<file path="src/sv/tsq_pkg.sv">
// Shared types, constants and helpers for the thick segment quad tessellator.
// No dependencies; every other file but tsq_checker refers to it by scoped names.
`default_nettype none
package tsq_pkg;

  localparam int unsigned COORD_W     = 32;  // Q16.16 coordinates
  localparam int unsigned COLOR_W     = 16;
  localparam int unsigned DELTA_W     = COORD_W + 1;
  localparam int unsigned MAG_W       = COORD_W;
  localparam int unsigned UNIT_W      = 31;  // |u| in Q1.30, at most 2^30
  localparam int unsigned UNIT_FRAC   = 30;
  localparam int unsigned WIDTH_W     = COORD_W - 1;  // positive width magnitude
  localparam int unsigned PROD_W      = 62;
  localparam int unsigned SUMSQ_W     = 64;
  localparam int unsigned ROOT_W      = 32;
  localparam int unsigned SQ_REM_W    = ROOT_W + 3;
  localparam int unsigned NUM_W       = 62;
  localparam int unsigned NUM_LOW_W   = NUM_W - UNIT_W;
  localparam int unsigned SQRT_STEPS  = ROOT_W;
  localparam int unsigned DIV_STEPS   = UNIT_W;
  localparam int unsigned STEP_CNT_W  = 5;
  localparam int unsigned QUEUE_DEPTH = 4;
  localparam int unsigned VTX_IDX_W   = 3;
  localparam logic [VTX_IDX_W-1:0] VTX_LAST = 3'd5;
  // Per vertex index (bit k): A0 B0 A1 B0 B1 A1
  localparam logic [5:0] VTX_END_MASK  = 6'b110100;
  localparam logic [5:0] VTX_PLUS_MASK = 6'b100101;

  typedef struct packed {
    logic [COLOR_W-1:0] red;
    logic [COLOR_W-1:0] green;
    logic [COLOR_W-1:0] blue;
    logic [COLOR_W-1:0] alpha;
  } tsq_color_t;

  typedef struct packed {
    logic signed [COORD_W-1:0] x0;
    logic signed [COORD_W-1:0] y0;
    logic signed [COORD_W-1:0] x1;
    logic signed [COORD_W-1:0] y1;
    logic [WIDTH_W-1:0]        width;
    logic signed [DELTA_W-1:0] dx;
    logic signed [DELTA_W-1:0] dy;
    tsq_color_t                color;
  } tsq_seg_t;

  typedef struct packed {
    logic signed [COORD_W-1:0] x0;
    logic signed [COORD_W-1:0] y0;
    logic signed [COORD_W-1:0] x1;
    logic signed [COORD_W-1:0] y1;
    logic signed [COORD_W-1:0] ox;
    logic signed [COORD_W-1:0] oy;
    tsq_color_t                color;
  } tsq_job_t;

  typedef enum logic [3:0] {
    CORE_IDLE, CORE_NORM, CORE_SQX, CORE_SQY, CORE_SQRT,
    CORE_DSET, CORE_DIV, CORE_MULX, CORE_MULY, CORE_OFS, CORE_DONE
  } tsq_core_state_t;

  // p + o or p - o, clamped to the 32 bit range
  function automatic logic signed [COORD_W-1:0] sat_add(
    input logic signed [COORD_W-1:0] p,
    input logic signed [COORD_W-1:0] o,
    input logic                      sub
  );
    logic signed [COORD_W:0] po;
    logic signed [COORD_W:0] s;
    po = {o[COORD_W-1], o};
    s  = {p[COORD_W-1], p} + (sub ? -po : po);
    if (s[COORD_W] != s[COORD_W-1]) begin
      sat_add = s[COORD_W] ? {1'b1, {(COORD_W-1){1'b0}}} : {1'b0, {(COORD_W-1){1'b1}}};
    end else begin
      sat_add = s[COORD_W-1:0];
    end
  endfunction

endpackage
`default_nettype wire

</file>
<file path="src/sv/tsq_queue.sv">
// Small FIFO of classified segments between front end and math core.
// Depends on tsq_pkg.
`default_nettype none
module tsq_queue #(
  parameter int unsigned DEPTH = tsq_pkg::QUEUE_DEPTH
) (
  input  logic              clk,
  input  logic              rst,
  input  logic              push,
  input  tsq_pkg::tsq_seg_t push_data,
  output logic              full,
  input  logic              pop,
  output tsq_pkg::tsq_seg_t pop_data,
  output logic              empty
);
  localparam int unsigned PTR_W = (DEPTH > 1) ? $clog2(DEPTH) : 1;
  localparam int unsigned CNT_W = $clog2(DEPTH + 1);

  tsq_pkg::tsq_seg_t mem [DEPTH];
  logic [PTR_W-1:0] wr_ptr;
  logic [PTR_W-1:0] rd_ptr;
  logic [CNT_W-1:0] count;

  assign full     = (count == CNT_W'(DEPTH));
  assign empty    = (count == '0);
  assign pop_data = mem[rd_ptr];

  always_ff @(posedge clk) begin
    if (rst) begin
      wr_ptr <= '0;
      rd_ptr <= '0;
      count  <= '0;
    end else begin
      if (push) begin
        wr_ptr <= (wr_ptr == PTR_W'(DEPTH - 1)) ? '0 : wr_ptr + 1'b1;
      end
      if (pop) begin
        rd_ptr <= (rd_ptr == PTR_W'(DEPTH - 1)) ? '0 : rd_ptr + 1'b1;
      end
      if (push && !pop) begin
        count <= count + 1'b1;
      end else if (pop && !push) begin
        count <= count - 1'b1;
      end
    end
  end

  always_ff @(posedge clk) begin
    if (push) begin
      mem[wr_ptr] <= push_data;
    end
  end
endmodule
`default_nettype wire

</file>
<file path="config.mk">
export PLATFORM = sky130hd
export DESIGN_NAME = tsq_queue
export DESIGN_NICKNAME = d
export VERILOG_FILES = /design/src/sv/tsq_pkg.sv /design/src/sv/tsq_queue.sv
export SDC_FILE = /design/constraint.sdc
export NUM_CORES = 1
export LEC_CHECK = 0
export BUFFER_PORTS_ARGS = -buffer_cell sky130_fd_sc_hd__buf_4
export CAP_MARGIN = 20
export CORE_MARGIN = 2
export CORE_UTILIZATION = 30
export CTS_CLUSTER_DIAMETER = 60
export DETAILED_ROUTE_END_ITERATION = 10
export HOLD_SLACK_MARGIN = 0.05
export PLACE_DENSITY_LB_ADDON = 0.05
export SLEW_MARGIN = 10
export SYNTH_ARGS = -nofsm -noshare
export SYNTH_HDL_FRONTEND = slang
export SYNTH_SLANG_ARGS = --single-unit
</file>
<file path="constraint.sdc">
create_clock -name clk -period 15.8 [get_ports clk]
set_input_delay 2.37 -clock clk [delete_from_list [all_inputs] [get_ports clk]]
set_output_delay 2.37 -clock clk [all_outputs]
set_load 0.01 [all_outputs]
</file>
==> flow_metrics.env <==
export IMPL_routed_via_density=4.46
export IMPL_start_util_pct=30.2
export IMPL_clock_skew_ps=28.2
export IMPL_switching_share_pct=21.8
export IMPL_sequentialPowerShare_pct=49.4
export IMPL_crit_path_end_kind="output pin"
export IMPL_cts_setup_buffers=0
export IMPL_drtAntennaViolNets=0
export IMPL_synth_distinct_cells=18
export IMPL_dieArea_um2=143000
export IMPL_die_w_um=379
export IMPL_cts_tree="built"
export IMPL_wl_per_cell_um=24.1
export IMPL_wl_mm=102
export IMPL_post_cts_resize_count=0
export IMPL_intPower_mw=5.67
export IMPL_hold_path_startpoint="count[2]"
export IMPL_worst_setup_path_start_kind="register"
export IMPL_power_leakage_nw=17.5
export IMPL_dr_pass1_iters=4
export IMPL_gp_congestion=0.694
export IMPL_cap_viol_max_count=0
export IMPL_clk_pin_slew_ps=50
export IMPL_hold_viol=0
export IMPL_syn_mean_instance_area_um2=27.1
export IMPL_portBuffers=583
export IMPL_grt_max_degree=128
export IMPL_setup_tns_ps=0
export IMPL_r2r_end="mem[0][134]"
export IMPL_synth_seq_cells=1165
export IMPL_worst_pin_slew_ps=1280
export IMPL_min_to="count[2]"
export IMPL_net_switching_power_mw=1.58
export IMPL_grt_ovfl_total=0
export IMPL_die_h_um=379
export IMPL_row_count=137
export IMPL_cts_sinks=1165
export IMPL_peakVddDrop_uv=86.4
export IMPL_drc=0
export IMPL_rsz0062_at_grt="no"
export IMPL_yosysSeqAreaShare_pct=82.8
export IMPL_grt_pass1_wl_mm=144
export IMPL_final_cell_area_um2=53000
export IMPL_cts_buffers_inserted=137
export IMPL_ctsRootBufferMaster="clkbuf_16"
export IMPL_dp_hpwl_mm=61.4
export IMPL_clock_latency_ps=730
export IMPL_r2r_cells=6
export IMPL_drt_iter0_drc=911
export IMPL_first_global_vias=20500
export IMPL_placedInstanceArea_um2=48700
export IMPL_r2r_start="wr_ptr[0]"
export IMPL_holdPathStages=2
export IMPL_num_vias=18800
export IMPL_slew_headroom_pct=15.0
export IMPL_arrival_ps=4180
export IMPL_max_freq_mhz=153
export IMPL_area_growth_pct=25.9
export IMPL_power_density_nw_per_um2=137
export IMPL_cp_required_ps=13430
export IMPL_maxSlewViolCount=0
export IMPL_cts_hold_buf=0
export IMPL_finalSetupViolCount=0
export IMPL_drive_gt1_share_pct=46.6
export IMPL_synth_nets=1853
export IMPL_num_io_pins=584
export IMPL_path_max_fanout=66
export IMPL_r2r_slack_ps=11510
export IMPL_hp_class="register to register"
export IMPL_path_class="register to output pin"
export IMPL_htreeDepth=4
export IMPL_fin_crit_sh_pct=41.4
export IMPL_grt_usage_pct=14.0
export IMPL_antenna_found_initial=16
export IMPL_status="complete, no violations"
export IMPL_syn_instance_count=1553
export IMPL_ys_warn_count=0
export IMPL_combPwrFrac_pct=9.2
export IMPL_clockBufferDepth=3
export IMPL_clock_power_share_pct=41.5
export IMPL_core_area_um2=139000
export IMPL_nNetsFinal=2537
export IMPL_finalCriticalPeriod_ps=6550
export IMPL_final_util_pct=38.1
export IMPL_synth_area_um2=42100
-- metrics by stage --
step | setup WS [ps] | hold slack, ps | power, mW | std cells
after global routing | 9000 | 562 | 7.54 | 4217
after floorplan | 6220 | 460 | 3.99 | 1553
after CTS | 9060 | 537 | 7.39 | 4217
after global placement | 9390 | 480 | 4.32 | 3973
final | 9250 | 532 | 7.25 | 4221
after detailed placement | 9400 | 530 | 4.34 | 3974
-- worst max-delay path, stage by stage, from the launching register on --
cell	delay [ps]
dfxtp_4	800
buf_4	840
buf_4	950
mux4_2	480
buf_4	170
-- how the worst max path moves through the flow --
stage / start / end / slack, ps / cells past startpoint
after floorplan: push / mem[0][0] / 6220 / 1
after global placement: push / mem[0][149] / 9390 / 5
after detailed placement: push / mem[0][119] / 9400 / 5
after CTS: register / pop_data[263] / 9060 / 4
after global routing: register / pop_data[263] / 9000 / 4
final: register / pop_data[263] / 9250 / 4
-- cells in the mapped netlist (all sizes together) --
cell / instances / area [um2]
edfxtp: 1156 / 34700
mux4: 289 / 6510
buf: 55 / 432
clkbuf: 9 / 33.8
dfxtp: 9 / 180
nor2: 7 / 26.3
ha: 6 / 75.1
and2: 4 / 25.0
inv: 4 / 15.0
mux2i: 4 / 40.0
a21oi: 2 / 10.0
nor3b: 2 / 15.0
xor2: 2 / 17.5
fa: 1 / 20.0
nor3: 1 / 5.00
o21ai: 1 / 5.00
or3: 1 / 6.26
-- power groups by stage --
stage / clock network, mW / registers (mW) / logic (mW)
2_1_floorplan: 0 / 3.67 / 0.323
3_3_place_gp: 0 / 3.64 / 0.686
3_5_place_dp: 0 / 3.65 / 0.692
4_1_cts: 3.12 / 3.58 / 0.694
5_1_grt: 3.23 / 3.59 / 0.719
6_report: 3.01 / 3.58 / 0.665
-- metal layers --
metal / wire length [um] / vias to the layer above / GRT usage [%]
met1: 38500 / 9974 / 16.0
met2: 53100 / 485 / 24.4
li1: - / 8177 / -
met5: 173 / - / 0
met4: 1820 / 26 / 3.64
met3: 8120 / 155 / 5.64
-- cells by family (layout without fill, tap and decap cells) --
group | Yosys count | in the layout | synth area share (%)
flip-flops | 1165 | 1165 | 82.8
multiplexers | 293 | 293 | 15.5
buffers and inverters | 68 | 856 | 1.14
AND/OR/NAND/NOR | 15 | 15 | 0.184
adder cells (fa/ha/maj) | 7 | 7 | 0.226
AO/OA/AOI/OAI | 3 | 3 | 0.0356
XOR/XNOR | 2 | 2 | 0.0416
other | 0 | 4 | 0
-- flip-flops by register name, indices dropped and copies added (netlist names), named ones only --
register / count
wr_ptr: 2
rd_ptr: 2
mem: 1156
count: 3
-- layout by cell type, fill, tap and decap left out, drive strengths merged --
cell type,synthesis,layout
mux4,289,289
buf,55,609
nor3,1,1
xor2,2,2
clkbuf,9,179
nor3b,2,2
and2,4,4
mux2i,4,4
bufinv,0,7
fa,1,1
diode,0,4
o21ai,1,1
clkinvlp,0,4
a21oi,2,2
edfxtp,1156,1156
inv,4,9
clkinv,0,48
ha,6,6
nor2,7,7
or3,1,1
dfxtp,9,9
-- final cells by class --
cell class	instances	area, um2
Clock inverter	64	537
Sequential cell	1165	34900
Inverter	4	15.0
Antenna cell	4	10.0
Clock buffer	179	3800
Fill cell	12600	86300
Tap cell	1876	2350
Timing Repair Buffer	609	4650
Multi-Input combinational cell	320	6760
(Power assumes the default switching activity.)
