==> src/sv/tsq_pkg.sv <==
// Shared types, constants and helpers for the thick segment quad tessellator.
// No dependencies; every other file but tsq_checker refers to it by scoped names.
`default_nettype none
package tsq_pkg;

  localparam int unsigned COORD_W     = 32;  // Q16.16 coordinates
  localparam int unsigned COLOR_W     = 16;
  localparam int unsigned DELTA_W     = COORD_W + 1;
  localparam int unsigned MAG_W       = COORD_W;
  localparam int unsigned UNIT_W      = 31;  // |u| in Q1.30, at most 2^30
  localparam int unsigned UNIT_FRAC   = 30;
  localparam int unsigned WIDTH_W     = COORD_W - 1;  // positive width magnitude
  localparam int unsigned PROD_W      = 62;
  localparam int unsigned SUMSQ_W     = 64;
  localparam int unsigned ROOT_W      = 32;
  localparam int unsigned SQ_REM_W    = ROOT_W + 3;
  localparam int unsigned NUM_W       = 62;
  localparam int unsigned NUM_LOW_W   = NUM_W - UNIT_W;
  localparam int unsigned SQRT_STEPS  = ROOT_W;
  localparam int unsigned DIV_STEPS   = UNIT_W;
  localparam int unsigned STEP_CNT_W  = 5;
  localparam int unsigned QUEUE_DEPTH = 4;
  localparam int unsigned VTX_IDX_W   = 3;
  localparam logic [VTX_IDX_W-1:0] VTX_LAST = 3'd5;
  // Per vertex index (bit k): A0 B0 A1 B0 B1 A1
  localparam logic [5:0] VTX_END_MASK  = 6'b110100;
  localparam logic [5:0] VTX_PLUS_MASK = 6'b100101;

  typedef struct packed {
    logic [COLOR_W-1:0] red;
    logic [COLOR_W-1:0] green;
    logic [COLOR_W-1:0] blue;
    logic [COLOR_W-1:0] alpha;
  } tsq_color_t;

  typedef struct packed {
    logic signed [COORD_W-1:0] x0;
    logic signed [COORD_W-1:0] y0;
    logic signed [COORD_W-1:0] x1;
    logic signed [COORD_W-1:0] y1;
    logic [WIDTH_W-1:0]        width;
    logic signed [DELTA_W-1:0] dx;
    logic signed [DELTA_W-1:0] dy;
    tsq_color_t                color;
  } tsq_seg_t;

  typedef struct packed {
    logic signed [COORD_W-1:0] x0;
    logic signed [COORD_W-1:0] y0;
    logic signed [COORD_W-1:0] x1;
    logic signed [COORD_W-1:0] y1;
    logic signed [COORD_W-1:0] ox;
    logic signed [COORD_W-1:0] oy;
    tsq_color_t                color;
  } tsq_job_t;

  typedef enum logic [3:0] {
    CORE_IDLE, CORE_NORM, CORE_SQX, CORE_SQY, CORE_SQRT,
    CORE_DSET, CORE_DIV, CORE_MULX, CORE_MULY, CORE_OFS, CORE_DONE
  } tsq_core_state_t;

  // p + o or p - o, clamped to the 32 bit range
  function automatic logic signed [COORD_W-1:0] sat_add(
    input logic signed [COORD_W-1:0] p,
    input logic signed [COORD_W-1:0] o,
    input logic                      sub
  );
    logic signed [COORD_W:0] po;
    logic signed [COORD_W:0] s;
    po = {o[COORD_W-1], o};
    s  = {p[COORD_W-1], p} + (sub ? -po : po);
    if (s[COORD_W] != s[COORD_W-1]) begin
      sat_add = s[COORD_W] ? {1'b1, {(COORD_W-1){1'b0}}} : {1'b0, {(COORD_W-1){1'b1}}};
    end else begin
      sat_add = s[COORD_W-1:0];
    end
  endfunction

endpackage
`default_nettype wire

==> src/sv/tsq_core.sv <==
// Math core: normalize, length by bit-serial square root, unit vector by
// bit-serial division, offsets by one shared multiplier. Depends on tsq_pkg.
`default_nettype none
module tsq_core (
  input  logic              clk,
  input  logic              rst,
  input  logic              q_empty,
  input  tsq_pkg::tsq_seg_t q_data,
  output logic              q_pop,
  output logic              job_valid,
  output tsq_pkg::tsq_job_t job,
  input  logic              job_take
);
  localparam int unsigned MW = tsq_pkg::MAG_W;
  localparam int unsigned UW = tsq_pkg::UNIT_W;

  tsq_pkg::tsq_core_state_t state, state_next;

  logic signed [tsq_pkg::COORD_W-1:0] x0, y0, x1, y1, ox, oy;
  logic [tsq_pkg::WIDTH_W-1:0] width;
  tsq_pkg::tsq_color_t color;
  logic nx, ny;
  logic [MW-1:0] mx, my, mor;
  logic [tsq_pkg::SUMSQ_W-1:0] acc, sq_n;
  logic [tsq_pkg::SQ_REM_W-1:0] sq_rem, sq_rem_sh, sq_trial;
  logic [tsq_pkg::ROOT_W-1:0] root;
  logic [tsq_pkg::STEP_CNT_W-1:0] cnt;
  logic [tsq_pkg::ROOT_W-1:0] remx, remy;
  logic [tsq_pkg::NUM_LOW_W-1:0] lowx, lowy;
  logic [tsq_pkg::ROOT_W:0] rx_sh, ry_sh;
  logic [UW-1:0] qx, qy;
  logic [tsq_pkg::NUM_W-1:0] numx, numy;
  logic [UW-1:0] mul_a, mul_b;
  logic [tsq_pkg::PROD_W-1:0] mul_p, prod;
  logic [tsq_pkg::PROD_W:0] rnd;
  logic [tsq_pkg::COORD_W-1:0] ofs_mag;
  logic [tsq_pkg::DELTA_W-1:0] adx, ady;

  assign mor = mx | my;
  assign adx = q_data.dx[tsq_pkg::DELTA_W-1] ? -q_data.dx : q_data.dx;
  assign ady = q_data.dy[tsq_pkg::DELTA_W-1] ? -q_data.dy : q_data.dy;

  // shared multiplier
  always_comb begin
    case (state)
      tsq_pkg::CORE_SQX:  begin mul_a = mx[UW-1:0]; mul_b = mx[UW-1:0]; end
      tsq_pkg::CORE_SQY:  begin mul_a = my[UW-1:0]; mul_b = my[UW-1:0]; end
      tsq_pkg::CORE_MULX: begin mul_a = qy;         mul_b = width;      end
      default:            begin mul_a = qx;         mul_b = width;      end
    endcase
  end
  assign mul_p = mul_a * mul_b;

  // round half away from zero on the magnitude, then drop 31 low bits (30 fraction bits of u, 1 to halve the width)
  assign rnd     = {1'b0, prod} + (tsq_pkg::PROD_W + 1)'(64'd1 << tsq_pkg::UNIT_FRAC);
  assign ofs_mag = rnd[tsq_pkg::PROD_W:tsq_pkg::UNIT_FRAC+1];

  assign sq_rem_sh = {sq_rem[tsq_pkg::SQ_REM_W-3:0], sq_n[tsq_pkg::SUMSQ_W-1 -: 2]};
  assign sq_trial  = {1'b0, root, 2'b01};
  assign rx_sh     = {remx, lowx[tsq_pkg::NUM_LOW_W-1]};
  assign ry_sh     = {remy, lowy[tsq_pkg::NUM_LOW_W-1]};
  assign numx = {1'b0, mx[UW-1:0], {tsq_pkg::UNIT_FRAC{1'b0}}}
              + tsq_pkg::NUM_W'(root >> 1);
  assign numy = {1'b0, my[UW-1:0], {tsq_pkg::UNIT_FRAC{1'b0}}}
              + tsq_pkg::NUM_W'(root >> 1);

  always_comb begin
    state_next = state;
    case (state)
      tsq_pkg::CORE_IDLE: if (!q_empty) state_next = tsq_pkg::CORE_NORM;
      tsq_pkg::CORE_NORM: begin
        if (mor[MW-1] || (mor[MW-2] && !mor[MW-1])) begin
          state_next = tsq_pkg::CORE_SQX;
        end
      end
      tsq_pkg::CORE_SQX:  state_next = tsq_pkg::CORE_SQY;
      tsq_pkg::CORE_SQY:  state_next = tsq_pkg::CORE_SQRT;
      tsq_pkg::CORE_SQRT: begin
        if (cnt == tsq_pkg::STEP_CNT_W'(tsq_pkg::SQRT_STEPS - 1)) begin
          state_next = tsq_pkg::CORE_DSET;
        end
      end
      tsq_pkg::CORE_DSET: state_next = tsq_pkg::CORE_DIV;
      tsq_pkg::CORE_DIV: begin
        if (cnt == tsq_pkg::STEP_CNT_W'(tsq_pkg::DIV_STEPS - 1)) begin
          state_next = tsq_pkg::CORE_MULX;
        end
      end
      tsq_pkg::CORE_MULX: state_next = tsq_pkg::CORE_MULY;
      tsq_pkg::CORE_MULY: state_next = tsq_pkg::CORE_OFS;
      tsq_pkg::CORE_OFS:  state_next = tsq_pkg::CORE_DONE;
      tsq_pkg::CORE_DONE: if (job_take) state_next = tsq_pkg::CORE_IDLE;
      default:            state_next = tsq_pkg::CORE_IDLE;
    endcase
  end

  always_comb begin
    q_pop     = 1'b0;
    job_valid = 1'b0;
    case (state)
      tsq_pkg::CORE_IDLE: q_pop     = !q_empty;
      tsq_pkg::CORE_DONE: job_valid = 1'b1;
      default: ;
    endcase
  end

  assign job = '{x0: x0, y0: y0, x1: x1, y1: y1, ox: ox, oy: oy, color: color};

  always_ff @(posedge clk) begin
    if (rst) begin
      state <= tsq_pkg::CORE_IDLE;
    end else begin
      state <= state_next;
    end
  end

  always_ff @(posedge clk) begin
    case (state)
      tsq_pkg::CORE_IDLE: begin
        x0    <= q_data.x0;
        y0    <= q_data.y0;
        x1    <= q_data.x1;
        y1    <= q_data.y1;
        width <= q_data.width;
        color <= q_data.color;
        nx    <= q_data.dx[tsq_pkg::DELTA_W-1];
        ny    <= q_data.dy[tsq_pkg::DELTA_W-1];
        mx    <= adx[MW-1:0];
        my    <= ady[MW-1:0];
      end
      tsq_pkg::CORE_NORM: begin
        if (mor[MW-1]) begin
          mx <= mx >> 1;
          my <= my >> 1;
        end else if (mor[MW-1 -: 10] == '0) begin
          mx <= mx << 8;
          my <= my << 8;
        end else if (!mor[MW-2]) begin
          mx <= mx << 1;
          my <= my << 1;
        end
      end
      tsq_pkg::CORE_SQX: acc <= tsq_pkg::SUMSQ_W'(mul_p);
      tsq_pkg::CORE_SQY: begin
        sq_n   <= acc + tsq_pkg::SUMSQ_W'(mul_p);
        sq_rem <= '0;
        root   <= '0;
        cnt    <= '0;
      end
      tsq_pkg::CORE_SQRT: begin
        sq_n <= sq_n << 2;
        cnt  <= cnt + 1'b1;
        if (sq_rem_sh >= sq_trial) begin
          sq_rem <= sq_rem_sh - sq_trial;
          root   <= {root[tsq_pkg::ROOT_W-2:0], 1'b1};
        end else begin
          sq_rem <= sq_rem_sh;
          root   <= {root[tsq_pkg::ROOT_W-2:0], 1'b0};
        end
      end
      tsq_pkg::CORE_DSET: begin
        remx <= tsq_pkg::ROOT_W'(numx[tsq_pkg::NUM_W-1:tsq_pkg::NUM_LOW_W]);
        remy <= tsq_pkg::ROOT_W'(numy[tsq_pkg::NUM_W-1:tsq_pkg::NUM_LOW_W]);
        lowx <= numx[tsq_pkg::NUM_LOW_W-1:0];
        lowy <= numy[tsq_pkg::NUM_LOW_W-1:0];
        cnt  <= '0;
      end
      tsq_pkg::CORE_DIV: begin
        cnt  <= cnt + 1'b1;
        lowx <= lowx << 1;
        lowy <= lowy << 1;
        if (rx_sh >= {1'b0, root}) begin
          remx <= tsq_pkg::ROOT_W'(rx_sh - {1'b0, root});
          qx   <= {qx[UW-2:0], 1'b1};
        end else begin
          remx <= rx_sh[tsq_pkg::ROOT_W-1:0];
          qx   <= {qx[UW-2:0], 1'b0};
        end
        if (ry_sh >= {1'b0, root}) begin
          remy <= tsq_pkg::ROOT_W'(ry_sh - {1'b0, root});
          qy   <= {qy[UW-2:0], 1'b1};
        end else begin
          remy <= ry_sh[tsq_pkg::ROOT_W-1:0];
          qy   <= {qy[UW-2:0], 1'b0};
        end
      end
      tsq_pkg::CORE_MULX: prod <= mul_p;
      tsq_pkg::CORE_MULY: begin
        // ox = half width times -uy
        ox   <= ny ? ofs_mag : -ofs_mag;
        prod <= mul_p;
      end
      tsq_pkg::CORE_OFS: oy <= nx ? -ofs_mag : ofs_mag;
      default: ;
    endcase
  end
endmodule
`default_nettype wire

==> config.mk <==
export PLATFORM = sky130hd
export DESIGN_NAME = tsq_core
export DESIGN_NICKNAME = d
export VERILOG_FILES = /design/src/sv/tsq_pkg.sv /design/src/sv/tsq_core.sv
export SDC_FILE = /design/constraint.sdc
export NUM_CORES = 2
export LEC_CHECK = 0
export BUFFER_PORTS_ARGS = -buffer_cell sky130_fd_sc_hd__buf_2
export CAP_MARGIN = 40
export CORE_UTILIZATION = 40
export CTS_CLUSTER_SIZE = 14
export DETAILED_ROUTE_END_ITERATION = 10
export GPL_ROUTABILITY_DRIVEN = 0
export SYNTH_ARGS = -nofsm -noshare
export SYNTH_HDL_FRONTEND = slang
export SYNTH_SLANG_ARGS = --single-unit
==> constraint.sdc <==
create_clock -name clk -period 23.1 [get_ports clk]
set_input_delay 1.155 -clock clk [delete_from_list [all_inputs] [get_ports clk]]
set_output_delay 1.155 -clock clk [all_outputs]
set_load 0.005 [all_outputs]
==> flow_metrics.env <==
export IMPL_ant_nets=0
export IMPL_area_growth_pct=12.6
export IMPL_avgSynthCellArea_um2=9.91
export IMPL_chipHeight_um=423
export IMPL_postSynthCellCount=7161
export IMPL_drt_total_wl_um=242000
export IMPL_path_common_cell="fa_1"
export IMPL_crit_path_max_incr_delay_ns=0.88
export IMPL_dp_hpwl_um=191000
export IMPL_postCtsHoldBufs=0
export IMPL_cp_start_kind="register"
export IMPL_hold_viol=0
export IMPL_portBuffers=550
export IMPL_slew_viol_final=0
export IMPL_path_class="reg2reg"
export IMPL_htreeDepth=3
export IMPL_cts_buffer_depth=3
export IMPL_ys_top_cells_by_count="inv_1, nand2_1, fa_1, nor2_1, edfxtp_1"
export IMPL_hp_start="qy[22]$_DFFE_PP_"
export IMPL_grt_use_total=0.266
export IMPL_post_cts_resized=0
export IMPL_cp_data_arrival_time_ns=13.45
export IMPL_setup_ws_ns=10.07
export IMPL_final_nets=9126
export IMPL_synthDominantAreaCellType="edfxtp_1"
export IMPL_skew_ns=0.0473
export IMPL_r2r_start="state[2]$_SDFFE_PP0P_"
export IMPL_first_global_vias=56100
export IMPL_grt_pass1_wl_um=357000
export IMPL_startpoint="state[2]$_SDFFE_PP0P_"
export IMPL_synth_edff_count=739
export IMPL_dr_pass1_iters=6
export IMPL_slowest_stage="a221o_1"
export IMPL_required_ns=23.53
export IMPL_cp_max_fo=36
export IMPL_hold_ws_ns=0.473
export IMPL_drive_above_1_share=0.119
export IMPL_insertion_delay_ns=0.73
export IMPL_cts_num_sinks=743
export IMPL_cts_tree="yes"
export IMPL_initial_utilization=0.403
export IMPL_period_minus_slack_ns=13.03
export IMPL_cts_root_buf="clkbuf_16"
export IMPL_overflow=0
export IMPL_route_detailed_drc=0
export IMPL_antenna_found_initial=23
export IMPL_grt_max_degree=105
export IMPL_drt_iter0_drc=5226
export IMPL_reg2reg_slack_ns=10.07
export IMPL_setup_viol=0
export IMPL_ys_seq_area_frac=0.314
export IMPL_critPathCaptureType="register"
export IMPL_via_per_inst=5.64
export IMPL_yosysUniqueCellTypes=89
export IMPL_core_area_um2=176000
export IMPL_detail_route_wl_per_cell_um=24.2
export IMPL_synth_top_cell_area_share=0.313
export IMPL_hold_path_class="reg2reg"
export IMPL_outcome="finished, final reports clean"
export IMPL_fp_dieW_um=423
export IMPL_cts_made_buffers=88
export IMPL_rsz0062_at_grt="no"
export IMPL_ys_ff_latch=743
export IMPL_vias=56300
export IMPL_syn_area_um2=70900
export IMPL_worst_pin_slew_ns=0.998
export IMPL_post_cts_setup_buffer_count=0
export IMPL_relSlewSlack=0.335
export IMPL_synthTopCellsByArea="edfxtp_1, fa_1, ha_1, inv_1, nand2_1"
export IMPL_fin_tns_setup_ns=0
export IMPL_pin_count=551
export IMPL_synth_nets=8721
export IMPL_fin_crit_sh=0.564
export IMPL_max_cap_viol_count=0
export IMPL_fmax_mhz=76.8
export IMPL_synthArstFlopShare=0
export IMPL_die_area_um2=179000
export IMPL_yosys_warnings=0
export IMPL_pre_cts_ws_ns=10.22
export IMPL_clkTransAtPathRegs_ns=0.07
export IMPL_rows=154
export IMPL_synthFlopType="edfxtp_1"
[layer usage]
metal | part of all wire | vias up | routed length (um) | GRT usage
met4 | 0.056 | 16 | 13700 | 0.135
met5 | 0.00039 | - | 94 | 0
li1 | - | 24800 | - | -
met1 | 0.39 | 28300 | 94000 | 0.341
met3 | 0.096 | 596 | 23200 | 0.0656
met2 | 0.46 | 2606 | 111000 | 0.416
[worst max-delay path, delay by kind of cell, from the launching register on]
family / cells / cell delay (ns)
XOR/XNOR: 1 / 0.52
flip-flops: 1 / 0.63
buffers and inverters: 4 / 0.75
AND/OR/NAND/NOR: 7 / 1.98
adder cells (fa/ha/maj): 10 / 4.66
AO/OA/AOI/OAI: 14 / 4.13
[kinds of logic after synthesis]
logic type	synth area share
DFF	0.314
xor gates and xnor gates	0.0511
adders and majority gates	0.312
buffers and inverters	0.0656
AOI/OAI and AO/OA	0.108
muxes	0.0150
and+or+nand+nor	0.134
[flip-flops by register name, summed over array words and instances (netlist names), 33 cells and up]
register and flops:
acc 62, sq_rem 33, sq_n 64, job 64
[path summary, 6_finish.rpt]
check	endpoint	cells after the start
worst max-delay path	sq_n[62]$_DFFE_PP_	36
worst min-delay path	qy[23]$_DFFE_PP_	0
worst max register to register	sq_n[62]$_DFFE_PP_	36
worst min register to register	qy[23]$_DFFE_PP_	0
[final cells by class]
type | count | area, um2
fill | 16800 | 96200
multi-input combinational | 5187 | 44400
sequential | 743 | 22300
timing repair buffer | 686 | 4030
inverter | 860 | 3230
tap | 2340 | 2930
clock buffer | 109 | 2330
clock inverter | 49 | 714
antenna | 13 | 32.5
[placed cells by master, fill, tap and decap left out, types with 190 or more instances in the layout]
cell	count
a21oi_1	308
buf_2	552
edfxtp_1	739
fa_1	840
ha_1	427
inv_1	857
nand2_1	856
nor2_1	823
o21ai_0	222
xnor2_1	224
xor2_1	190
[through the flow]
stage,std cells,instance area (um2),utilization
floorplan,7161,70900,-
global placement,9795,76400,0.434
detailed placement,9813,76800,0.436
CTS,9971,79800,0.453
global route,9979,79900,0.454
finish,9987,79900,0.454
Power is not shown: default switching activity piles up to over one toggle a cycle in this logic, so the estimate is an artifact.
