==> src/sv/tsq_pkg.sv <==
// Shared types, constants and helpers for the thick segment quad tessellator.
// No dependencies; every other file but tsq_checker refers to it by scoped names.
`default_nettype none
package tsq_pkg;

  localparam int unsigned COORD_W     = 32;  // Q16.16 coordinates
  localparam int unsigned COLOR_W     = 16;
  localparam int unsigned DELTA_W     = COORD_W + 1;
  localparam int unsigned MAG_W       = COORD_W;
  localparam int unsigned UNIT_W      = 31;  // |u| in Q1.30, at most 2^30
  localparam int unsigned UNIT_FRAC   = 30;
  localparam int unsigned WIDTH_W     = COORD_W - 1;  // positive width magnitude
  localparam int unsigned PROD_W      = 62;
  localparam int unsigned SUMSQ_W     = 64;
  localparam int unsigned ROOT_W      = 32;
  localparam int unsigned SQ_REM_W    = ROOT_W + 3;
  localparam int unsigned NUM_W       = 62;
  localparam int unsigned NUM_LOW_W   = NUM_W - UNIT_W;
  localparam int unsigned SQRT_STEPS  = ROOT_W;
  localparam int unsigned DIV_STEPS   = UNIT_W;
  localparam int unsigned STEP_CNT_W  = 5;
  localparam int unsigned QUEUE_DEPTH = 4;
  localparam int unsigned VTX_IDX_W   = 3;
  localparam logic [VTX_IDX_W-1:0] VTX_LAST = 3'd5;
  // Per vertex index (bit k): A0 B0 A1 B0 B1 A1
  localparam logic [5:0] VTX_END_MASK  = 6'b110100;
  localparam logic [5:0] VTX_PLUS_MASK = 6'b100101;

  typedef struct packed {
    logic [COLOR_W-1:0] red;
    logic [COLOR_W-1:0] green;
    logic [COLOR_W-1:0] blue;
    logic [COLOR_W-1:0] alpha;
  } tsq_color_t;

  typedef struct packed {
    logic signed [COORD_W-1:0] x0;
    logic signed [COORD_W-1:0] y0;
    logic signed [COORD_W-1:0] x1;
    logic signed [COORD_W-1:0] y1;
    logic [WIDTH_W-1:0]        width;
    logic signed [DELTA_W-1:0] dx;
    logic signed [DELTA_W-1:0] dy;
    tsq_color_t                color;
  } tsq_seg_t;

  typedef struct packed {
    logic signed [COORD_W-1:0] x0;
    logic signed [COORD_W-1:0] y0;
    logic signed [COORD_W-1:0] x1;
    logic signed [COORD_W-1:0] y1;
    logic signed [COORD_W-1:0] ox;
    logic signed [COORD_W-1:0] oy;
    tsq_color_t                color;
  } tsq_job_t;

  typedef enum logic [3:0] {
    CORE_IDLE, CORE_NORM, CORE_SQX, CORE_SQY, CORE_SQRT,
    CORE_DSET, CORE_DIV, CORE_MULX, CORE_MULY, CORE_OFS, CORE_DONE
  } tsq_core_state_t;

  // p + o or p - o, clamped to the 32 bit range
  function automatic logic signed [COORD_W-1:0] sat_add(
    input logic signed [COORD_W-1:0] p,
    input logic signed [COORD_W-1:0] o,
    input logic                      sub
  );
    logic signed [COORD_W:0] po;
    logic signed [COORD_W:0] s;
    po = {o[COORD_W-1], o};
    s  = {p[COORD_W-1], p} + (sub ? -po : po);
    if (s[COORD_W] != s[COORD_W-1]) begin
      sat_add = s[COORD_W] ? {1'b1, {(COORD_W-1){1'b0}}} : {1'b0, {(COORD_W-1){1'b1}}};
    end else begin
      sat_add = s[COORD_W-1:0];
    end
  endfunction

endpackage
`default_nettype wire

==> src/sv/tsq_if.sv <==
// Valid/ready channel interfaces: segment input and vertex output.
// Depends on tsq_pkg for field widths.
`default_nettype none
interface tsq_seg_if;
  logic valid;
  logic ready;
  logic signed [tsq_pkg::COORD_W-1:0] start_x;
  logic signed [tsq_pkg::COORD_W-1:0] start_y;
  logic signed [tsq_pkg::COORD_W-1:0] end_x;
  logic signed [tsq_pkg::COORD_W-1:0] end_y;
  logic signed [tsq_pkg::COORD_W-1:0] stroke_width;
  logic [tsq_pkg::COLOR_W-1:0] color_red;
  logic [tsq_pkg::COLOR_W-1:0] color_green;
  logic [tsq_pkg::COLOR_W-1:0] color_blue;
  logic [tsq_pkg::COLOR_W-1:0] color_alpha;
  modport source(output valid, start_x, start_y, end_x, end_y, stroke_width,
                 color_red, color_green, color_blue, color_alpha, input ready);
  modport sink(input valid, start_x, start_y, end_x, end_y, stroke_width,
               color_red, color_green, color_blue, color_alpha, output ready);
endinterface

`default_nettype wire

==> src/sv/tsq_front.sv <==
// Front end: takes segment beats, forms the deltas and drops degenerate ones.
// Depends on tsq_pkg and tsq_if.
`default_nettype none
module tsq_front (
  tsq_seg_if.sink              seg,
  input  logic                 q_full,
  output logic                 push,
  output tsq_pkg::tsq_seg_t    push_data
);
  logic signed [tsq_pkg::DELTA_W-1:0] dx;
  logic signed [tsq_pkg::DELTA_W-1:0] dy;
  logic keep;

  assign dx = {seg.end_x[tsq_pkg::COORD_W-1], seg.end_x}
            - {seg.start_x[tsq_pkg::COORD_W-1], seg.start_x};
  assign dy = {seg.end_y[tsq_pkg::COORD_W-1], seg.end_y}
            - {seg.start_y[tsq_pkg::COORD_W-1], seg.start_y};
  // width must be positive and the segment non-empty
  assign keep = !seg.stroke_width[tsq_pkg::COORD_W-1] && (seg.stroke_width != '0)
             && ((dx != '0) || (dy != '0));

  assign seg.ready = !q_full;
  assign push      = seg.valid && !q_full && keep;

  always_comb begin
    push_data.x0    = seg.start_x;
    push_data.y0    = seg.start_y;
    push_data.x1    = seg.end_x;
    push_data.y1    = seg.end_y;
    push_data.width = seg.stroke_width[tsq_pkg::WIDTH_W-1:0];
    push_data.dx    = dx;
    push_data.dy    = dy;
    push_data.color = '{red: seg.color_red, green: seg.color_green,
                        blue: seg.color_blue, alpha: seg.color_alpha};
  end
endmodule
`default_nettype wire

==> src/flat_wrapper.sv <==
// flat-port wrapper written by rule: the top's interface ports become plain ports
module tsq_front_flat 
  (q_full, push, push_data, seg_valid, seg_start_x, seg_start_y, seg_end_x, seg_end_y, seg_stroke_width, seg_color_red, seg_color_green, seg_color_blue, seg_color_alpha, seg_ready);
  tsq_seg_if seg_i ();
  input  logic q_full;
  output logic push;
  output tsq_pkg::tsq_seg_t push_data;
  input wire logic [$bits(seg_i.valid)-1:0] seg_valid;
  input wire logic [$bits(seg_i.start_x)-1:0] seg_start_x;
  input wire logic [$bits(seg_i.start_y)-1:0] seg_start_y;
  input wire logic [$bits(seg_i.end_x)-1:0] seg_end_x;
  input wire logic [$bits(seg_i.end_y)-1:0] seg_end_y;
  input wire logic [$bits(seg_i.stroke_width)-1:0] seg_stroke_width;
  input wire logic [$bits(seg_i.color_red)-1:0] seg_color_red;
  input wire logic [$bits(seg_i.color_green)-1:0] seg_color_green;
  input wire logic [$bits(seg_i.color_blue)-1:0] seg_color_blue;
  input wire logic [$bits(seg_i.color_alpha)-1:0] seg_color_alpha;
  output wire logic [$bits(seg_i.ready)-1:0] seg_ready;
  assign seg_i.valid = seg_valid;
  assign seg_i.start_x = seg_start_x;
  assign seg_i.start_y = seg_start_y;
  assign seg_i.end_x = seg_end_x;
  assign seg_i.end_y = seg_end_y;
  assign seg_i.stroke_width = seg_stroke_width;
  assign seg_i.color_red = seg_color_red;
  assign seg_i.color_green = seg_color_green;
  assign seg_i.color_blue = seg_color_blue;
  assign seg_i.color_alpha = seg_color_alpha;
  assign seg_ready = seg_i.ready;
  tsq_front u_core (.seg(seg_i), .q_full(q_full), .push(push), .push_data(push_data));
endmodule
==> config.mk <==
export PLATFORM = sky130hd
export DESIGN_NAME = tsq_front_flat
export DESIGN_NICKNAME = d
export VERILOG_FILES = /design/src/sv/tsq_pkg.sv /design/src/sv/tsq_if.sv /design/src/sv/tsq_front.sv /design/src/flat_wrapper.sv
export SDC_FILE = /design/constraint.sdc
export NUM_CORES = 1
export LEC_CHECK = 0
export ABC_AREA = 1
export BUFFER_PORTS_ARGS = -buffer_cell sky130_fd_sc_hd__buf_2
export CORE_AREA = 2 2 203 205
export DETAILED_ROUTE_END_ITERATION = 10
export DIE_AREA = 0 0 205 207
export PLACE_DENSITY = 0.5
export SYNTH_ARGS = -nofsm -noshare
export SYNTH_HDL_FRONTEND = slang
export SYNTH_SLANG_ARGS = --single-unit
==> constraint.sdc <==
create_clock -name vclk -period 9.4
set_input_delay 2.35 -clock vclk [all_inputs]
set_output_delay 2.35 -clock vclk [all_outputs]
set_load 0.01 [all_outputs]
==> results of run 1 <==
==> routing by layer <==
metal	vias up	part of all wire, %	track usage, %
li1	4496	-	-
met1	3799	43	16.90
met2	300	50	25.91
met3	52	4.6	1.133
met4	0	2.2	2.679
met5	-	0	0
==> cell families after synthesis <==
kind of cell,count (synthesis),share of synthesized area (%)
xor+xnor,3,0.3539
fa+ha+maj,66,11.32
buf+inv,548,38.97
compound gates,69,5.105
simple gates,768,44.25
==> cell usage in the layout (no fill, tap or decap), types with 8 or more instances in the layout <==
master / Yosys / layout
nand2_1: 483 / 483
buf_2: 0 / 389
inv_1: 318 / 318
nor2_1: 108 / 108
nand3_1: 76 / 76
ha_1: 64 / 64
a21oi_1: 44 / 44
nand2_2: 23 / 23
nand4_1: 21 / 21
nand3b_1: 13 / 13
o21ai_0: 10 / 10
nor3_1: 9 / 9
nor4_1: 9 / 9
nor2_2: 8 / 8
==> worst max-delay path: cells and delay by family <==
kind / cells / cell delay (ns)
fa+ha+maj: 2 / 0.62
buf+inv: 4 / 0.41
simple gates: 15 / 1.87
==> power by group through the flow <==
stage / clock network [W] / logic, W / registers (W)
floorplan: 0 / 0.000414 / 0
global placement: 0 / 0.000592 / 0
detailed placement: 0 / 0.000591 / 0
CTS: 0 / 0.000594 / 0
global route: 0 / 0.000660 / 0
finish: 0 / 0.000584 / 0
==> metrics by stage <==
stage	area (µm²)	util (%)
after floorplan	7426	-
after global placement	8364	20.72
after detailed placement	8364	20.72
after CTS	8364	20.72
after global routing	8364	20.72
final	8364	20.72
==> how the worst min path moves through the flow <==
stage / to / slack (ns) / depth (start not counted)
finish: push_data[12] / 4.70 / 0
floorplan: seg_ready / 4.74 / 1
detailed placement: push_data[1] / 4.70 / 0
global route: push_data[12] / 4.70 / 0
global placement: push_data[1] / 4.70 / 0
CTS: push_data[1] / 4.70 / 0
==> final cells by class <==
class,count,area (µm²)
repair buffers,389,1947
well taps,532,665.6
multi-input cells,906,4532
inverters,325,1220
fillers,4859,32000
==> flow_metrics.tcl, run 1 <==
set metrics [dict create \
    wirelength_mm 30.63 \
    maxCapViolCount 0 \
    firstDrtPassIters 5 \
    p_comb_share_pct 100.0 \
    slew_headroom_pct 56.44 \
    grt_max_degree 8 \
    grt_pass1_wl_mm 45.89 \
    power_frac_clock_pct 0 \
    slowest_delay_ns 0.41 \
    pwr-share-seq_pct 0 \
    grt_pass1_vias 8393 \
    synth_area_leaders "nand2_1 24%, buf_4 23%, inv_1 16%" \
    n_clock_buffer 0 \
    seq_cell_count 0 \
    critical_path_arrival_ns 5.26 \
    p_total_w 0.0005837 \
    start_util_pct 18.40 \
    wl_per_cell_um 14.23 \
    worst_hold_slack_ns 4.700 \
    instances_no_fill 2152 \
    final-hold-violation-count 0 \
    yosysTopAreaCellShare_pct 24.41 \
    dp.cells 2152 \
    cts.repair.resized 0 \
    portBuffers 389 \
    syn_area_um2 7426 \
    min_from "seg_color_alpha[12]" \
    antenna_found_initial 0 \
    place.gp.congestion 0.9213 \
    period_needed_ns 7.613 \
    cp-endpoint "push" \
    vias 8647 \
    vdd_drop_max_v 0.00002384 \
    worstPathRequired_ns 7.05 \
    crit_path_max_fanout 4 \
    regArea_um2 0 \
    tns_ns 0 \
    yosysWarnings 0 \
    finalMaxSlewViolations 0 \
    power_density_nw_per_um2 69.78 \
    diodes 0 \
    die_y_um 207 \
    critPathKind "input port to primary output" \
    num_rows 74 \
    layout-drive-gt1-share_pct 27.16 \
    internal_power_w 0.0002022 \
    synthToLayoutAreaGrowth_pct 12.64 \
    viasPerCell 4.018 \
    fin_crit_sh_pct 80.99 \
    p_sw_w 0.0003815 \
    ios 517 \
    worst_pin_slew_ns 0.6475 \
    drc 0 \
    core_area_um2 40370 \
    synthTopCellsByCount "483 x nand2_1, 318 x inv_1, 223 x buf_4" \
    final_nets 1914 \
    leakage_nw 5.559 \
    post-place-ws_ns 1.700 \
    cp-start-kind "input port" \
    rsz0062_at_grt "false" \
    die-width_um 205 \
    syn_inst 1454 \
    setup_ws_ns 1.787 \
    avgSynthCellArea_um2 5.107 \
    grt-ovfl-total 0 \
    startpoint "seg_end_x[0]" \
    min_path_type "input port to primary output" \
    synth.distinct_cells 30 \
    yosys.area.top_type "nand2_1" \
    fmax_mhz 131.3 \
    setup_viol 0 \
    status "finished clean" \
    ant_nets 0 \
    end_kind "primary output" \
    cts_setup_buffers 0 \
    cpMostUsedCell "nand2_1" \
    switching_share_pct 65.36 \
    path_cells "buf_2 -> inv_1 -> ha_1 -> fa_1 -> inv_1 -> nand3_1 -> nand2_2 -> nand2_1 -> nand2_1 -> nand2_1 -> nand2_1 -> nand2_1 -> nand2_1 -> nand2_1 -> nand2_1 -> nand2_1 -> nor2_1 -> nand3_1 -> nor2_1 -> nor2_1 -> buf_2" \
    die-area_um2 42440 \
    cpMaxStageDelayCell "fa_1" \
    post-synth-top-count-cell "nand2_1" \
    synth_fp_nets 1746 \
    hpwl_mm 28.48 \
    dr.first_iter.drc_count 325 \
    synth-seq-area-share_pct 0 \
    grt_usage_pct 13.77 \
    cts_hold_buf 0 \
]
Power figures use the tool's default switching activity.
==> run 2: changes to the inputs <==
- CORE_AREA: 2 2 203 205 -> 2 2 204 206
- DIE_AREA: 0 0 205 207 -> 0 0 206 208
- PLACE_DENSITY: 0.5 -> 0.51
- clock period: 9.4 -> 6.9 ns (I/O delays scaled with it)
==> flow_metrics.tcl, run 2 (synthesized netlist as in run 1, its figures left out) <==
set metrics [dict create \
    status "finished clean" \
    diodes 0 \
    p_comb_share_pct 100.0 \
    portBuffers 389 \
    power_frac_clock_pct 0 \
    cp-start-kind "input port" \
    final_nets 1914 \
    pwr-share-seq_pct 0 \
    switching_share_pct 65.34 \
    start_util_pct 18.31 \
    num_rows 74 \
    min_path_type "input port to primary output" \
    leakage_nw 5.559 \
    grt_pass1_vias 8273 \
    wirelength_mm 30.97 \
    period_needed_ns 6.250 \
    placed_area_um2 8364 \
    end_kind "primary output" \
    worst_pin_slew_ns 0.6379 \
    slew_headroom_pct 57.08 \
    internal_power_w 0.0002758 \
    drc 0 \
    ant_nets 0 \
    critPathKind "input port to primary output" \
    critical_path_arrival_ns 4.53 \
    cpMostUsedCell "nand2_1" \
    vdd_drop_max_v 0.00003296 \
    setup_viol 0 \
    core_area_um2 40550 \
    mostFrequentLayoutCell "nand2_1" \
    fillers 4855 \
    cts_setup_buffers 0 \
    seq_cell_count 0 \
    multi_input_area_um2 4532 \
    fin_crit_sh_pct 90.58 \
    hpwl_mm 28.94 \
    worstPathRequired_ns 5.18 \
    die_y_um 208 \
    min_from "seg_color_alpha[11]" \
    hold_depth 0 \
    grt_usage_pct 13.71 \
    crit_path_max_fanout 4 \
    wl_per_cell_um 14.39 \
    die-area_um2 42850 \
    synthToLayoutAreaGrowth_pct 12.64 \
    die-width_um 206 \
    viasPerCell 4.028 \
    tns_ns 0 \
    grt_pass1_wl_mm 45.84 \
    hold_path_end "push_data[11]" \
    finalMaxSlewViolations 0 \
    fmax_mhz 160.0 \
    firstDrtPassIters 5 \
    path_cells "buf_2 -> inv_1 -> ha_1 -> fa_1 -> inv_1 -> nand3_1 -> nand2_2 -> nand2_1 -> nand2_1 -> nand2_1 -> nand2_1 -> nand2_1 -> nand2_1 -> nand2_1 -> nand2_1 -> nand2_1 -> nor2_1 -> nand3_1 -> nor2_1 -> nor2_1 -> buf_2" \
    cpMaxStageDelayCell "fa_1" \
    ios 517 \
    rsz0062_at_grt "false" \
    vias 8668 \
    cts_hold_buf 0 \
    layout_common_cells "483 x nand2_1, 389 x buf_2, 318 x inv_1" \
    final_area_um2 8364 \
    dr.first_iter.drc_count 393 \
    regArea_um2 0 \
    maxCapViolCount 0 \
    p_sw_w 0.0005200 \
    antenna_found_initial 0 \
    layout-drive-gt1-share_pct 27.16 \
    cts.repair.resized 0 \
    n_clock_buffer 0 \
    slowest_delay_ns 0.40 \
    power_density_nw_per_um2 95.15 \
    final-hold-violation-count 0 \
    grt_max_degree 8 \
    grt-ovfl-total 0 \
    place.gp.congestion 0.8813 \
]
-- run 2: metal layers --
metal | vias up | track usage [%] | wire, µm
li1 | 4489 | - | -
met1 | 3847 | 16.86 | 13250
met2 | 294 | 25.95 | 15640
met3 | 38 | 1.112 | 1529
met4 | 0 | 2.167 | 549
met5 | - | 0 | 0
-- run 2: power by group through the flow --
| stage | combinational [W] | clock, W | sequential, W |
|---|---|---|---|
| floorplan | 0.000564 | 0 | 0 |
| CTS | 0.000814 | 0 | 0 |
| finish | 0.000796 | 0 | 0 |
| detailed placement | 0.000810 | 0 | 0 |
| global route | 0.000899 | 0 | 0 |
| global placement | 0.000810 | 0 | 0 |
-- run 2: worst max-delay path: cells and delay by family --
family        cells  cell delay, ns
fa+ha+maj         2            0.61
buf+inv           4            0.42
simple gates     15            1.77
-- run 2: final cells by class --
type	count	area share, %
multi-input combinational	906	54.18
inverter	325	14.58
timing repair buffer	389	23.28
tap	532	7.958
-- run 2: worst max-delay path by stage --
stage,startpoint,end,slack [ns],cells past startpoint
2_1_floorplan,seg_end_y[0],push,1.63,19
3_3_place_gp,seg_end_x[0],push,0.46,20
3_5_place_dp,seg_end_x[0],push,0.45,21
4_1_cts,seg_end_x[0],push,0.43,21
5_1_grt,seg_end_x[0],push,0.26,21
6_report,seg_end_x[0],push,0.65,21
-- run 2: metrics by stage --
step	utilization, %	hold WS (ns)	instances	power (W)	setup WS (ns)
2_1_floorplan	-	3.494	1454	0.0005637	1.628
3_3_place_gp	20.63	3.450	2152	0.0008100	0.4559
3_5_place_dp	20.63	3.450	2152	0.0008097	0.4483
4_1_cts	20.63	3.450	2152	0.0008138	0.4327
5_1_grt	20.63	3.450	2152	0.0008994	0.2627
6_report	20.63	3.450	2152	0.0007959	0.6497
